[config.mk]
export PLATFORM = sky130hd
export DESIGN_NAME = sei_nal_packetizer_unit_flat
export DESIGN_NICKNAME = d
export VERILOG_FILES = /design/src/rtl/core/snp_pkg.sv /design/src/rtl/core/snp_in_if.sv /design/src/rtl/core/snp_out_if.sv /design/src/rtl/core/snp_cfg_if.sv /design/src/rtl/core/snp_cfg_regs.sv /design/src/rtl/core/snp_out_reg.sv /design/src/rtl/core/snp_seq.sv /design/src/rtl/core/sei_nal_packetizer_unit.sv /design/src/flat_wrapper.sv
export SDC_FILE = /design/constraint.sdc
export NUM_CORES = 1
export LEC_CHECK = 0
export BUFFER_PORTS_ARGS = -buffer_cell sky130_fd_sc_hd__buf_4
export CORE_MARGIN = 1
export CORE_UTILIZATION = 30
export CTS_CLUSTER_DIAMETER = 60
export CTS_CLUSTER_SIZE = 14
export DETAILED_ROUTE_END_ITERATION = 12
export MAX_ROUTING_LAYER = met4
export SLEW_MARGIN = 20
export SYNTH_ARGS = -nofsm -noshare
export SYNTH_HDL_FRONTEND = slang
export SYNTH_SLANG_ARGS = --single-unit
[constraint.sdc]
create_clock -name clk -period 2.8 [get_ports clk]
set_input_delay 0.28 -clock clk [delete_from_list [all_inputs] [get_ports clk]]
set_output_delay 0.28 -clock clk [all_outputs]
set_load 0.02 [all_outputs]
[src/rtl/core/snp_pkg.sv]
// Package for the SEI NAL packetizer: field widths, byte constants,
// register indexes and the structs passed between the core modules.
// No dependencies.
`timescale 1ns / 1ps

package snp_pkg;

  // Default payload limit and the fixed UUID length.
  localparam int MAX_PAYLOAD_DEF = 4096;
  localparam int ID_BYTES        = 16;
  localparam int CNT_W           = $clog2(ID_BYTES);

  // Fixed field widths of the channels.
  localparam int LEN_IN_W  = 13;
  localparam int BYTE_W    = 8;
  localparam int UUID_W    = 64;
  localparam int CFG_IDX_W = 2;

  // Register indexes.
  localparam logic [CFG_IDX_W-1:0] CFG_START_CODE_MODE = 2'd0;
  localparam logic [CFG_IDX_W-1:0] CFG_UUID_UPPER      = 2'd1;
  localparam logic [CFG_IDX_W-1:0] CFG_UUID_LOWER      = 2'd2;

  // Stream bytes.
  localparam logic [BYTE_W-1:0] BYTE_ZERO   = 8'h00;
  localparam logic [BYTE_W-1:0] BYTE_ONE    = 8'h01;
  localparam logic [BYTE_W-1:0] BYTE_ESC    = 8'h03;
  localparam logic [BYTE_W-1:0] BYTE_NAL    = 8'h06;
  localparam logic [BYTE_W-1:0] BYTE_PTYPE  = 8'h05;
  localparam logic [BYTE_W-1:0] BYTE_FF     = 8'hFF;
  localparam logic [BYTE_W-1:0] BYTE_TRAIL  = 8'h80;

  // Opcodes of an input item.
  localparam logic OP_START = 1'b0;
  localparam logic OP_DATA  = 1'b1;

  // Configuration register contents.
  typedef struct packed {
    logic              start_code_mode;
    logic [UUID_W-1:0] uuid_upper;
    logic [UUID_W-1:0] uuid_lower;
  } cfg_t;

  // One result item.
  typedef struct packed {
    logic [BYTE_W-1:0] out_byte;
    logic              run_last;
    logic              packet_done;
  } res_t;

endpackage

[src/rtl/core/snp_in_if.sv]
// Input item channel of the SEI NAL packetizer.
// Depends on snp_pkg for the field widths.
`timescale 1ns / 1ps

interface snp_in_if;
  logic                           valid;
  logic                           ready;
  logic                           opcode;
  logic [snp_pkg::LEN_IN_W-1:0]   payload_length;
  logic [snp_pkg::BYTE_W-1:0]     payload_byte;

  modport source (output valid, output opcode, output payload_length,
                  output payload_byte, input ready);
  modport sink   (input valid, input opcode, input payload_length,
                  input payload_byte, output ready);
endinterface

[src/rtl/core/snp_out_if.sv]
// Result item channel of the SEI NAL packetizer.
// Depends on snp_pkg for the byte width.
`timescale 1ns / 1ps

interface snp_out_if;
  logic                       valid;
  logic                       ready;
  logic [snp_pkg::BYTE_W-1:0] out_byte;
  logic                       run_last;
  logic                       packet_done;

  modport source (output valid, output out_byte, output run_last,
                  output packet_done, input ready);
  modport sink   (input valid, input out_byte, input run_last,
                  input packet_done, output ready);
endinterface

[src/rtl/core/snp_cfg_if.sv]
// Configuration write channel of the SEI NAL packetizer.
// Depends on snp_pkg for the index and data widths.
`timescale 1ns / 1ps

interface snp_cfg_if;
  logic                          valid;
  logic                          ready;
  logic [snp_pkg::CFG_IDX_W-1:0] index;
  logic [snp_pkg::UUID_W-1:0]    data;

  modport source (output valid, output index, output data, input ready);
  modport sink   (input valid, input index, input data, output ready);
endinterface

[src/rtl/core/snp_cfg_regs.sv]
// Configuration registers: start code mode and the two UUID halves.
// Depends on snp_pkg and snp_cfg_if.
`timescale 1ns / 1ps

module snp_cfg_regs (
  input  logic             clk,
  input  logic             rst_n,
  snp_cfg_if.sink          cfg_ch,
  output snp_pkg::cfg_t    cfg
);
  import snp_pkg::*;

  cfg_t cfg_r;
  cfg_t cfg_nxt;

  // Writes are always taken.
  assign cfg_ch.ready = 1'b1;

  // Decode the register index; unknown indexes are dropped.
  always_comb begin
    cfg_nxt = cfg_r;
    if (cfg_ch.valid) begin
      case (cfg_ch.index)
        CFG_START_CODE_MODE: cfg_nxt.start_code_mode = cfg_ch.data[0];
        CFG_UUID_UPPER:      cfg_nxt.uuid_upper      = cfg_ch.data;
        CFG_UUID_LOWER:      cfg_nxt.uuid_lower      = cfg_ch.data;
        default:             cfg_nxt                 = cfg_r;
      endcase
    end
  end

  always_ff @(posedge clk) begin
    if (!rst_n) begin
      cfg_r <= '0;
    end else begin
      cfg_r <= cfg_nxt;
    end
  end

  assign cfg = cfg_r;

endmodule

[src/rtl/core/snp_out_reg.sv]
// Output register of the packetizer: holds one result item until taken.
// Depends on snp_pkg and snp_out_if.
`timescale 1ns / 1ps

module snp_out_reg (
  input  logic          clk,
  input  logic          rst_n,
  input  logic          load,
  input  snp_pkg::res_t res,
  output logic          slot_free,
  snp_out_if.source     out_ch
);
  import snp_pkg::*;

  logic valid_r;
  logic valid_nxt;
  res_t res_r;

  // The slot can take a new item when empty or being drained.
  assign slot_free = !valid_r || out_ch.ready;

  always_comb begin
    valid_nxt = valid_r;
    if (load) begin
      valid_nxt = 1'b1;
    end else if (out_ch.ready) begin
      valid_nxt = 1'b0;
    end
  end

  always_ff @(posedge clk) begin
    if (!rst_n) begin
      valid_r <= 1'b0;
    end else begin
      valid_r <= valid_nxt;
    end
  end

  // Payload needs no reset.
  always_ff @(posedge clk) begin
    if (load) begin
      res_r <= res;
    end
  end

  assign out_ch.valid       = valid_r;
  assign out_ch.out_byte    = res_r.out_byte;
  assign out_ch.run_last    = res_r.run_last;
  assign out_ch.packet_done = res_r.packet_done;

endmodule

[src/rtl/core/snp_seq.sv]
// Byte sequencer: turns accepted items into NAL stream bytes, one per cycle while
// the output slot is free, with emulation prevention and trailer; uses snp_pkg, snp_in_if.
`timescale 1ns / 1ps

module snp_seq #(
  parameter int MAX_PAYLOAD = snp_pkg::MAX_PAYLOAD_DEF
) (
  input  logic          clk,
  input  logic          rst_n,
  snp_in_if.sink        in_ch,
  input  snp_pkg::cfg_t cfg,
  input  logic          slot_free,
  output logic          emit,
  output snp_pkg::res_t res
);
  import snp_pkg::*;

  localparam int LEN_W  = $clog2(MAX_PAYLOAD + 1);
  localparam int SZ_RAW = $clog2(MAX_PAYLOAD + ID_BYTES + 1);
  localparam int SZ_W   = (SZ_RAW > 9) ? SZ_RAW : 9;

  // Sequencer phases.
  localparam logic [3:0] P_IDLE  = 4'd0;
  localparam logic [3:0] P_SC    = 4'd1;
  localparam logic [3:0] P_NH    = 4'd2;
  localparam logic [3:0] P_PT    = 4'd3;
  localparam logic [3:0] P_SZ    = 4'd4;
  localparam logic [3:0] P_ID    = 4'd5;
  localparam logic [3:0] P_ESC   = 4'd6;
  localparam logic [3:0] P_DATA  = 4'd7;
  localparam logic [3:0] P_TESC  = 4'd8;
  localparam logic [3:0] P_TZERO = 4'd9;
  localparam logic [3:0] P_TEND  = 4'd10;

  localparam logic [CNT_W-1:0] SC_LAST = CNT_W'(3);
  localparam logic [CNT_W-1:0] ID_LAST = CNT_W'(ID_BYTES - 1);
  localparam logic [1:0]       ZR_SAT  = 2'd2;

  logic [3:0]        phase_r, phase_nxt;
  logic [CNT_W-1:0]  cnt_r, cnt_nxt;
  logic [SZ_W-1:0]   sz_r, sz_nxt;
  logic [LEN_W-1:0]  left_r, left_nxt;
  logic [1:0]        zr_r, zr_nxt;
  logic              par_r, par_nxt;
  logic              inp_r, inp_nxt;
  logic [BYTE_W-1:0] byte_r, byte_nxt;

  logic [3:0]        ph_after;
  logic [BYTE_W-1:0] byte_v;
  logic              counted;
  logic              done_v;
  logic              trail;
  logic [CNT_W-1:0]  cnt_v;
  logic [SZ_W-1:0]   sz_v;
  logic [LEN_W-1:0]  left_v;
  logic [1:0]        zr_v;
  logic              par_v;
  logic              inp_v;
  logic [LEN_W-1:0]  len_sat;
  logic              accept;

  assign emit = (phase_r != P_IDLE) && slot_free;

  // Saturate the requested length to the payload limit.
  always_comb begin
    if (in_ch.payload_length > LEN_IN_W'(MAX_PAYLOAD)) begin
      len_sat = LEN_W'(MAX_PAYLOAD);
    end else begin
      len_sat = in_ch.payload_length[LEN_W-1:0];
    end
  end

  // Current byte and state after it is sent.
  always_comb begin
    ph_after = phase_r;
    byte_v   = BYTE_ZERO;
    counted  = 1'b0;
    done_v   = 1'b0;
    trail    = 1'b0;
    cnt_v    = cnt_r;
    sz_v     = sz_r;
    left_v   = left_r;
    zr_v     = zr_r;
    par_v    = par_r;
    inp_v    = inp_r;
    if (emit) begin
      case (phase_r)
        P_SC: begin
          byte_v = (cnt_r == SC_LAST) ? BYTE_ONE : BYTE_ZERO;
          if (cnt_r == SC_LAST) begin
            ph_after = P_NH;
            par_v    = 1'b0;
          end else begin
            cnt_v = cnt_r + CNT_W'(1);
          end
        end
        P_NH: begin
          byte_v   = BYTE_NAL;
          counted  = 1'b1;
          ph_after = P_PT;
        end
        P_PT: begin
          byte_v   = BYTE_PTYPE;
          counted  = 1'b1;
          ph_after = P_SZ;
        end
        P_SZ: begin
          counted = 1'b1;
          if (sz_r >= SZ_W'(BYTE_FF)) begin
            byte_v = BYTE_FF;
            sz_v   = sz_r - SZ_W'(BYTE_FF);
          end else begin
            byte_v   = sz_r[BYTE_W-1:0];
            ph_after = P_ID;
            cnt_v    = '0;
          end
        end
        P_ID: begin
          counted = 1'b1;
          if (cnt_r < CNT_W'(8)) begin
            byte_v = cfg.uuid_upper[8*(7-cnt_r[2:0]) +: 8];
          end else begin
            byte_v = cfg.uuid_lower[8*(7-cnt_r[2:0]) +: 8];
          end
          if (cnt_r == ID_LAST) begin
            ph_after = P_IDLE;
            trail    = (left_r == '0);
          end else begin
            cnt_v = cnt_r + CNT_W'(1);
          end
        end
        P_ESC: begin
          byte_v   = BYTE_ESC;
          counted  = 1'b1;
          zr_v     = 2'd0;
          ph_after = P_DATA;
        end
        P_DATA: begin
          byte_v  = byte_r;
          counted = 1'b1;
          if (byte_r == BYTE_ZERO) begin
            zr_v = (zr_r >= ZR_SAT) ? ZR_SAT : zr_r + 2'd1;
          end else begin
            zr_v = 2'd0;
          end
          if (left_r != '0) begin
            left_v = left_r - LEN_W'(1);
          end
          ph_after = P_IDLE;
          trail    = (left_v == '0);
        end
        P_TESC: begin
          byte_v   = BYTE_ESC;
          counted  = 1'b1;
          zr_v     = 2'd0;
          ph_after = P_TZERO;
        end
        P_TZERO: begin
          byte_v   = BYTE_ZERO;
          counted  = 1'b1;
          zr_v     = (zr_r >= ZR_SAT) ? ZR_SAT : zr_r + 2'd1;
          ph_after = P_TEND;
        end
        P_TEND: begin
          byte_v   = BYTE_TRAIL;
          counted  = 1'b1;
          done_v   = 1'b1;
          inp_v    = 1'b0;
          left_v   = '0;
          zr_v     = 2'd0;
          ph_after = P_IDLE;
        end
        default: begin
          ph_after = P_IDLE;
        end
      endcase
      if (counted) begin
        par_v = ~par_v;
      end
      // When the count is even, the trailer pads with a zero, escaped after a zero run of two.
      if (trail) begin
        if (!par_v) begin
          ph_after = (zr_v == ZR_SAT) ? P_TESC : P_TZERO;
        end else begin
          ph_after = P_TEND;
        end
      end
    end
  end

  // A new item enters while idle or when the current one sends its last byte.
  assign in_ch.ready = (phase_r == P_IDLE) || (emit && (ph_after == P_IDLE));
  assign accept      = in_ch.valid && in_ch.ready;

  // Next state: a newly accepted item sets up its first phase; data outside a packet is dropped.
  always_comb begin
    phase_nxt = ph_after;
    cnt_nxt   = cnt_v;
    sz_nxt    = sz_v;
    left_nxt  = left_v;
    zr_nxt    = zr_v;
    par_nxt   = par_v;
    inp_nxt   = inp_v;
    byte_nxt  = byte_r;
    if (accept) begin
      if (in_ch.opcode == OP_START) begin
        phase_nxt = P_SC;
        cnt_nxt   = cfg.start_code_mode ? CNT_W'(1) : CNT_W'(0);
        sz_nxt    = SZ_W'(len_sat) + SZ_W'(ID_BYTES);
        left_nxt  = len_sat;
        zr_nxt    = 2'd0;
        par_nxt   = 1'b0;
        inp_nxt   = 1'b1;
      end else if (inp_v) begin
        byte_nxt = in_ch.payload_byte;
        if ((zr_v == ZR_SAT) && (in_ch.payload_byte <= BYTE_ESC)) begin
          phase_nxt = P_ESC;
        end else begin
          phase_nxt = P_DATA;
        end
      end else begin
        phase_nxt = P_IDLE;
      end
    end
  end

  always_ff @(posedge clk) begin
    if (!rst_n) begin
      phase_r <= P_IDLE;
      cnt_r   <= '0;
      sz_r    <= '0;
      left_r  <= '0;
      zr_r    <= 2'd0;
      par_r   <= 1'b0;
      inp_r   <= 1'b0;
    end else begin
      phase_r <= phase_nxt;
      cnt_r   <= cnt_nxt;
      sz_r    <= sz_nxt;
      left_r  <= left_nxt;
      zr_r    <= zr_nxt;
      par_r   <= par_nxt;
      inp_r   <= inp_nxt;
    end
  end

  // Payload byte register needs no reset.
  always_ff @(posedge clk) begin
    byte_r <= byte_nxt;
  end

  // Result item for the output register.
  always_comb begin
    res.out_byte    = byte_v;
    res.run_last    = (ph_after == P_IDLE);
    res.packet_done = done_v;
  end

endmodule

[src/rtl/core/sei_nal_packetizer_unit.sv]
// An accepted item sets the sequencer phase; its first result then goes to the output register.
// Throughput: one result byte per cycle while the output is not stalled; a data item sends its
// escape, byte and trailer as needed, a start item its start code, header, size and UUID.
// The next item is taken in the cycle its predecessor sends its last byte.
// Reset: synchronous, active-low rst_n clears the sequencer, registers and output valid.
// Top level of the SEI NAL packetizer; depends on snp_pkg, the channel interfaces,
// snp_cfg_regs, snp_seq and snp_out_reg.
`timescale 1ns / 1ps

module sei_nal_packetizer_unit #(
  parameter int MAX_PAYLOAD = snp_pkg::MAX_PAYLOAD_DEF
) (
  input  logic      clk,
  input  logic      rst_n,
  snp_in_if.sink    in_ch,
  snp_out_if.source out_ch,
  snp_cfg_if.sink   cfg_ch
);
  import snp_pkg::*;

  cfg_t cfg;
  res_t res;
  logic emit;
  logic slot_free;

  // Configuration registers.
  snp_cfg_regs u_cfg (
    .clk    (clk),
    .rst_n  (rst_n),
    .cfg_ch (cfg_ch),
    .cfg    (cfg)
  );

  // Byte sequencer.
  snp_seq #(
    .MAX_PAYLOAD (MAX_PAYLOAD)
  ) u_seq (
    .clk       (clk),
    .rst_n     (rst_n),
    .in_ch     (in_ch),
    .cfg       (cfg),
    .slot_free (slot_free),
    .emit      (emit),
    .res       (res)
  );

  // Output register.
  snp_out_reg u_out (
    .clk       (clk),
    .rst_n     (rst_n),
    .load      (emit),
    .res       (res),
    .slot_free (slot_free),
    .out_ch    (out_ch)
  );

endmodule

[src/flat_wrapper.sv]
// flat-port wrapper written by rule: the top's interface ports become plain ports
module sei_nal_packetizer_unit_flat import snp_pkg::*;
#(
  parameter int MAX_PAYLOAD = snp_pkg::MAX_PAYLOAD_DEF
)
  (clk, rst_n, in_ch_valid, in_ch_opcode, in_ch_payload_length, in_ch_payload_byte, in_ch_ready, out_ch_valid, out_ch_out_byte, out_ch_run_last, out_ch_packet_done, out_ch_ready, cfg_ch_valid, cfg_ch_index, cfg_ch_data, cfg_ch_ready);
  snp_in_if in_ch_i ();
  snp_out_if out_ch_i ();
  snp_cfg_if cfg_ch_i ();
  input  logic clk;
  input  logic rst_n;
  input wire logic [$bits(in_ch_i.valid)-1:0] in_ch_valid;
  input wire logic [$bits(in_ch_i.opcode)-1:0] in_ch_opcode;
  input wire logic [$bits(in_ch_i.payload_length)-1:0] in_ch_payload_length;
  input wire logic [$bits(in_ch_i.payload_byte)-1:0] in_ch_payload_byte;
  output wire logic [$bits(in_ch_i.ready)-1:0] in_ch_ready;
  output wire logic [$bits(out_ch_i.valid)-1:0] out_ch_valid;
  output wire logic [$bits(out_ch_i.out_byte)-1:0] out_ch_out_byte;
  output wire logic [$bits(out_ch_i.run_last)-1:0] out_ch_run_last;
  output wire logic [$bits(out_ch_i.packet_done)-1:0] out_ch_packet_done;
  input wire logic [$bits(out_ch_i.ready)-1:0] out_ch_ready;
  input wire logic [$bits(cfg_ch_i.valid)-1:0] cfg_ch_valid;
  input wire logic [$bits(cfg_ch_i.index)-1:0] cfg_ch_index;
  input wire logic [$bits(cfg_ch_i.data)-1:0] cfg_ch_data;
  output wire logic [$bits(cfg_ch_i.ready)-1:0] cfg_ch_ready;
  assign in_ch_i.valid = in_ch_valid;
  assign in_ch_i.opcode = in_ch_opcode;
  assign in_ch_i.payload_length = in_ch_payload_length;
  assign in_ch_i.payload_byte = in_ch_payload_byte;
  assign in_ch_ready = in_ch_i.ready;
  assign out_ch_valid = out_ch_i.valid;
  assign out_ch_out_byte = out_ch_i.out_byte;
  assign out_ch_run_last = out_ch_i.run_last;
  assign out_ch_packet_done = out_ch_i.packet_done;
  assign out_ch_i.ready = out_ch_ready;
  assign cfg_ch_i.valid = cfg_ch_valid;
  assign cfg_ch_i.index = cfg_ch_index;
  assign cfg_ch_i.data = cfg_ch_data;
  assign cfg_ch_ready = cfg_ch_i.ready;
  sei_nal_packetizer_unit #(.MAX_PAYLOAD(MAX_PAYLOAD)) u_core (.clk(clk), .rst_n(rst_n), .in_ch(in_ch_i), .out_ch(out_ch_i), .cfg_ch(cfg_ch_i));
endmodule
# Word-level counts from Yosys, hierarchy flattened
# Cells that the tools add are included.
# Widths: inputs -> output; s select.
[totals]
reg_bits = 186
out_inout_bits = 13
wordCells = 132
in_bits = 93
[classes]
n_reduce_logical = 23
eq_ne = 16
n_shift = 2
n_lt_le_gt_ge = 5
n_addsub = 6
n_bitwise = 1
n_mux = 64
[op_table]
columns = ["op", "n"]
rows = [
  ["$mux 13", 12],
  ["$shiftx 64x33->8", 2],
  ["$pmux 8 s8", 1],
  ["$mux 4", 14],
  ["$pmux 4 s8", 1],
  ["$logic_not 13->1", 2],
  ["$pmux 13 s2", 1],
  ["$mux 1", 23],
  ["$eq 4x3->1 const B", 4],
  ["$eq 4x4->1 const B", 4],
  ["$mux 8", 2],
  ["$mux 2", 7],
  ["$add 13x5->13 const B", 1],
  ["$ge 13x8->1 const B", 1],
  ["$gt 13x13->1 const B", 1],
  ["$reduce_bool 13->1", 1],
  ["$sub 13x1->13 const B", 1],
  ["$sub 13x8->13 const B", 1],
  ["$eq 4x2->1 const B", 3],
  ["$pmux 4 s3", 1],
  ["$reduce_or 9->1", 1],
  ["$le 8x2->1 const B", 1],
  ["$logic_not 4->1", 2],
  ["$logic_not 8->1", 1],
  ["21 further kinds", 29],
]

# Logic depth before layout (Yosys ltp)
[depth]
word_depth = 15
ltp_mapped = 11
ltp_nobuf = 10

# Hierarchy
# From an unflattened synthesis, not the netlist that was laid out.
[hier_totals]
hier_cells = 1063
hier_area_um2 = 10063.4
[by_module_without_submodules]
columns = ["mod", "seq_area_each_um2", "area_each_um2", "n_inst", "cells_per_inst"]
rows = [
  ["snp_cfg_regs", 2582.5, 4942.2, 1, 491],
  ["snp_seq", 1001.0, 4772.1, 1, 558],
  ["snp_out_reg", 320.3, 349.1, 1, 14],
]

# Least setup slack after synthesis
# No wires, ideal clock.
[synth_path]
path_type = "reg2reg"
startpoint = "reg u_core.u_seq.left_r[0]"
endpoint = "reg u_core.u_seq.byte_r[0], enable pin"
period_less_slack_ps = 2910
n_path_buf = 1
path_stages_with_launch = 11
setup_time_ps = 273
path_slack_ps = -110
arrival_time_ps = 2637
required_time_ps = 2527
path_cell_list = "dfxtp_1 -> inv_1 -> ha_1 -> or3b_1 -> or4_4 -> nand2_1 -> o211ai_2 -> or4_4 -> buf_6 -> nand3_1 -> nor2_1"
[synth_via]
elab_chain_len = 14
elab_cells_between_ends = 17
classes_between = "1 x add/sub; 8 x mux; 8 x reduce/logical"
[synth_lines]
columns = ["item", "line", "rtl"]
rows = [
  ["from (decl)", "snp_seq.sv:42", "logic [LEN_W-1:0] left_r, left_nxt;"],
  ["from (signal assigned)", "snp_seq.sv:240", "left_r <= left_nxt;"],
  ["$sub 13x1->13 or $reduce_bool 13->1 (tied branches)", "snp_seq.sv:147, snp_seq.sv:146", ""],
  ["$mux 13", "snp_seq.sv:146", "if (left_r != '0) begin"],
  ["$mux 13", "snp_seq.sv:87", "case (phase_r)"],
  ["$mux 13", "snp_seq.sv:86", "if (emit) begin"],
  ["$logic_not 13->1", "snp_seq.sv:150", "trail = (left_v == '0);"],
  ["$pmux 1 s2 (*)", "snp_seq.sv:87", ""],
  ["$mux 1 (*)", "snp_seq.sv:86", ""],
  ["$mux 4 (*)", "snp_seq.sv:181", "if (trail) begin"],
  ["$mux 4 (*)", "snp_seq.sv:86", ""],
  ["$logic_not 4->1 (*)", "snp_seq.sv:192", "assign in_ch.ready = (phase_r == P_IDLE) || (emit && (ph_after == P_IDLE));"],
  ["$logic_and 1x1->1 (*)", "snp_seq.sv:192", ""],
  ["$logic_or 1x1->1 (*)", "snp_seq.sv:192", ""],
  ["$logic_and 1x1->1 (*)", "snp_seq.sv:193", "assign accept = in_ch.valid && in_ch.ready;"],
  ["$reduce_and 3->1 (no source line) (*)", "n/a", ""],
  ["to (signal assigned)", "snp_seq.sv:249", "byte_r <= byte_nxt;"],
  ["to (decl)", "snp_seq.sv:46", "logic [BYTE_W-1:0] byte_r, byte_nxt;"],
]
# Every way passes the cells marked *; elsewhere a longest branch is shown, timed or not. The select of a mux whose other input is x is not followed.
# A chain may end at the register's enable or synchronous reset.

# Worst setup path in the final report
[layout_path]
startpoint = "reg u_core.u_seq.left_r[0]"
endpoint = "out in_ch_ready"
[layout_via]
elab_chain_len = 12
elab_cells_between_ends = 15
classes_between = "1 x add/sub; 8 x mux; 6 x reduce/logical"
[layout_lines]
columns = ["item", "line", "rtl"]
rows = [
  ["$sub 13x1->13 or $reduce_bool 13->1 (tied branches)", "snp_seq.sv:147, snp_seq.sv:146", ""],
  ["$mux 13", "snp_seq.sv:146", ""],
  ["$mux 13", "snp_seq.sv:87", ""],
  ["$mux 13", "snp_seq.sv:86", ""],
  ["$logic_not 13->1", "snp_seq.sv:150", ""],
  ["$pmux 1 s2 (*)", "snp_seq.sv:87", ""],
  ["$mux 1 (*)", "snp_seq.sv:86", ""],
  ["$mux 4 (*)", "snp_seq.sv:181", ""],
  ["$mux 4 (*)", "snp_seq.sv:86", ""],
  ["$logic_not 4->1 (*)", "snp_seq.sv:192", ""],
  ["$logic_and 1x1->1 (*)", "snp_seq.sv:192", ""],
  ["$logic_or 1x1->1 (*)", "snp_seq.sv:192", ""],
  ["to (decl)", "flat_wrapper.sv:16", "output wire logic [$bits(in_ch_i.ready)-1:0] in_ch_ready;"],
]
# Marked as above.

==> results_dict.tcl <==
set metrics [dict create \
    mostFrequentLayoutCell "sky130_fd_sc_hd__nand2_1" \
    ctsRootBufferMaster "sky130_fd_sc_hd__clkbuf_16" \
    synth.distinct_cells 80 \
    finalCritPeriodShare_pct 114.6 \
    mappedNetlistArea_sq_um 9473 \
    fmaxAchievable_ghz 0.3117 \
    seq_area_frac_synth_pct 41.21 \
    outcome "finished, violations left" \
    avgSynthCellArea_sq_um 8.390 \
    hold_path.startpoint "in_ch_payload_byte[4]" \
    most_used_cells_in_the_layout_excluding_fill_and_tap_cells "sky130_fd_sc_hd__nand2_1 (305), sky130_fd_sc_hd__buf_4 (193), sky130_fd_sc_hd__dfxtp_1 (163)" \
    asyncSetResetFlopFracSynth_pct 0 \
    stdcell_area_sq_um 12370 \
    met2_wirelength_um 14170 \
    route.met3.wl_um 1426 \
    maxCapViolCount 0 \
    critical_path_peak_fanout 2 \
    wl_met1_um 13600 \
    worst_skew_pair.late_latency_ns 0.45 \
    rr_endpoint "u_core.u_seq.left_r[11]" \
    dp.final_hpwl_um 20380 \
    layout.nets 1375 \
    drt_wl_total_um 29450 \
    critical_path_arrival_ns 2.93 \
    io-pin-count 106 \
    clock-skew-final_ns 0.01442 \
    ant_nets_after_route 0 \
    drtIter0Drc 600 \
    synth-seq-cells 186 \
    clkSlewWorstSetupHoldPaths_ns 0.08 \
    via_per_inst 5.217 \
    worst_setup_path_end_kind "output port" \
    rows 64 \
    tritoncts "done" \
    cts_made_buffers 17 \
    synth_ff_type "sky130_fd_sc_hd__dfxtp_1" \
    min_delay_worst_endpoint "u_core.u_seq.byte_r[4]" \
    avgRoutedWirePerCell_um 17.47 \
    worst-slew-pin-transition_ns 0.7658 \
    synth_top_area_cell "sky130_fd_sc_hd__dfxtp_1" \
    grt_pass1_vias 8509 \
    vdd.ir_drop.worst_uv 358.7 \
    slew_headroom_pct 48.79 \
    postPlaceCellArea_sq_um 11330 \
    gr-usage-all-layers_pct 18.86 \
    power_leakage_nw 4.490 \
    cts-htree-levels 4 \
    final.min_clock_period_ns 3.208 \
    max_buffers_root_to_sink 2 \
    dp_slack_ns -0.1334 \
    violated_checks "DRC, setup timing" \
    hold_violations 0 \
    r2r_slack_ns -0.21 \
    cp_data_required_time_ns 2.52 \
    grt_start_max_net_pins 156 \
    filler_cell_count 3062 \
    core_sq_um 30830 \
    hp-class "input pin to register" \
    gpl.final_weighted_congestion 0.9300 \
    worstSetupPathType "register to output port" \
    ff2ff_path_depth 11 \
    via_count 8791 \
    grt_antenna_before_repair 0 \
    place.port_buffers 104 \
    synth_enable_flop_cells 18 \
    power-per-cell-area_nw_per_um2 569.3 \
    p_total_mw 7.040 \
    yosys_warnings 0 \
    timing.rr.start "u_core.u_seq.left_r[0]" \
    min_delay_path_depth 1 \
    post-route-worst-setup-slack_ns -0.4080 \
    die_w_um 179.7 \
    finalSetupViolCount 43 \
    design.die.area_sq_um 32290 \
    initial_core_utilization_pct 30.73 \
    share_of_layout_cells_above_drive_strength_1_pct 27.54 \
    syn_inst 1129 \
    synth.top_cell.area_share_pct 35.50 \
    start_kind "register" \
    die_height_um 179.7 \
    drtPass1Iterations 11 \
    synth_area_leaders "sky130_fd_sc_hd__dfxtp_1 (36%), sky130_fd_sc_hd__nand2_1 (12%), sky130_fd_sc_hd__mux4_2 (9.5%), sky130_fd_sc_hd__a21oi_1 (8.6%), sky130_fd_sc_hd__edfxtp_1 (5.7%)" \
    grt_overflow_total 0 \
    antenna_cells_inserted 0 \
    detail_route.drc_violations 1 \
    area_growth_pct 30.54 \
    synthesis.nets 1228 \
    top_layer_used "met4" \
    final_slew_violations 0 \
    fin_worst_hold_slack_ns 0.03065 \
    clock-sinks 186 \
    grt_first_pass_wirelength_um 46840 \
    grt_setup_unrepaired "yes" \
]
cell families (layout without fill, tap and decap cells):
group / Yosys count / in the layout / synth area share, %
adders and majority gates: 6 / 6 / 0.7925
AOI/OAI and AO/OA: 285 / 285 / 18.07
buffers and inverters: 101 / 261 / 4.412
and+or+nand+nor: 484 / 484 / 23.37
DFF: 186 / 186 / 41.21
muxes: 52 / 52 / 10.82
xor gates and xnor gates: 14 / 14 / 1.294
other: 1 / 1 / 0.03959
layout make-up:
| class | count | area, sq um | share of cell area, % |
|---|---|---|---|
| multi-input combinational | 842 | 5477 | 44.29 |
| sequential | 186 | 3910 | 31.62 |
| timing repair buffer | 213 | 1784 | 14.43 |
| tap | 396 | 495.5 | 4.007 |
| clock buffer | 18 | 439.2 | 3.552 |
| clock inverter | 14 | 192.7 | 1.558 |
| inverter | 16 | 67.56 | 0.5464 |
worst max-delay path: stages (launching register included):
cell and delay [ns]:
sky130_fd_sc_hd__dfxtp_2 0.34, sky130_fd_sc_hd__inv_4 0.07, sky130_fd_sc_hd__buf_12 0.10, sky130_fd_sc_hd__ha_4 0.11
sky130_fd_sc_hd__or4b_4 0.47, sky130_fd_sc_hd__o211ai_1 0.24, sky130_fd_sc_hd__o2111ai_1 0.14, sky130_fd_sc_hd__or4_4 0.52
sky130_fd_sc_hd__o22ai_2 0.13, sky130_fd_sc_hd__a21o_1 0.17, sky130_fd_sc_hd__nor3_2 0.05, sky130_fd_sc_hd__buf_4 0.15
cells in the mapped netlist, types with 7 or more instances:
master                       n
sky130_fd_sc_hd__a21oi_1   163
sky130_fd_sc_hd__nor4_1     11
sky130_fd_sc_hd__a211oi_1    9
sky130_fd_sc_hd__xnor2_1    13
sky130_fd_sc_hd__o211ai_1   13
sky130_fd_sc_hd__mux4_2     40
sky130_fd_sc_hd__buf_1      14
sky130_fd_sc_hd__nand3_1    20
sky130_fd_sc_hd__buf_2      10
sky130_fd_sc_hd__o21ai_0    29
sky130_fd_sc_hd__edfxtp_1   18
sky130_fd_sc_hd__nand2b_1   11
sky130_fd_sc_hd__nor2_1     38
sky130_fd_sc_hd__inv_1      16
sky130_fd_sc_hd__a31oi_1     7
sky130_fd_sc_hd__clkbuf_1   57
sky130_fd_sc_hd__dfxtp_1   168
sky130_fd_sc_hd__o31ai_1     8
sky130_fd_sc_hd__nand2_1   305
sky130_fd_sc_hd__o21ai_1     7
sky130_fd_sc_hd__mux2i_1     9
sky130_fd_sc_hd__nor3_1     35
registers in the layout (all words and copies together), names as in the netlist:
signal and count:
u_core.u_seq.cnt_r 4, u_core.u_out.out_ch.run_last 1, u_core.u_seq.zr_r 2, u_core.u_cfg.cfg 129, u_core.u_seq.inp_r 1, u_core.u_seq.sz_r 13, u_core.u_out.out_ch.valid 1, u_core.u_out.out_ch.out_byte 8
u_core.u_seq.byte_r 8, u_core.u_seq.par_r 1, u_core.u_out.out_ch.packet_done 1, u_core.u_seq.phase_r 4, u_core.u_seq.left_r 13
per-layer routing:
layer | vias up | GRT usage (%)
li1 | 4324 | -
met1 | 4213 | 24.95
met2 | 227 | 29.75
met3 | 27 | 3.809
met4 | 0 | 3.931
met5 | - | -
repair_timing:
| action | in CTS | in global routing |
|---|---|---|
| hold buffers | 2 | 0 |
| hold endpoints to repair | 2 | 0 |
| pin swaps | 25 | 15 |
| resized for setup | 27 | 32 |
| cloned | 3 | 0 |
| setup buffers | 22 | 7 |
| setup endpoints to repair | 44 | 46 |
stage by stage:
stage,utilization (%),setup TNS [ns],std cells
floorplan,-,-0.2606,1129
global placement,36.74,-1.633,1641
detailed placement,36.74,-2.754,1641
CTS,39.68,-4.432,1685
global route,40.11,-9.811,1685
finish,40.11,-5.824,1685
power breakdown:
group	total, mW	internal (mW)	switching (mW)
sequential	2.91	2.82	0.0842
combinational	1.59	0.709	0.881
clock	2.54	1.32	1.22
total	7.04	4.85	2.19
worst max-delay path by stage:
stage	start	endpoint	slack (ns)	depth (start not counted)
after floorplan	u_core.u_seq.left_r[0]	u_core.u_seq.byte_r[0]	-0.03	10
after global routing	u_core.u_seq.left_r[0]	in_ch_ready	-0.49	11
final	u_core.u_seq.left_r[0]	in_ch_ready	-0.41	11
after CTS	u_core.u_seq.left_r[0]	in_ch_ready	-0.39	11
after detailed placement	u_core.u_seq.left_r[1]	u_core.u_seq.left_r[11]	-0.13	9
after global placement	u_core.u_seq.left_r[1]	u_core.u_seq.left_r[11]	-0.10	9
(Power assumes the default switching activity.)
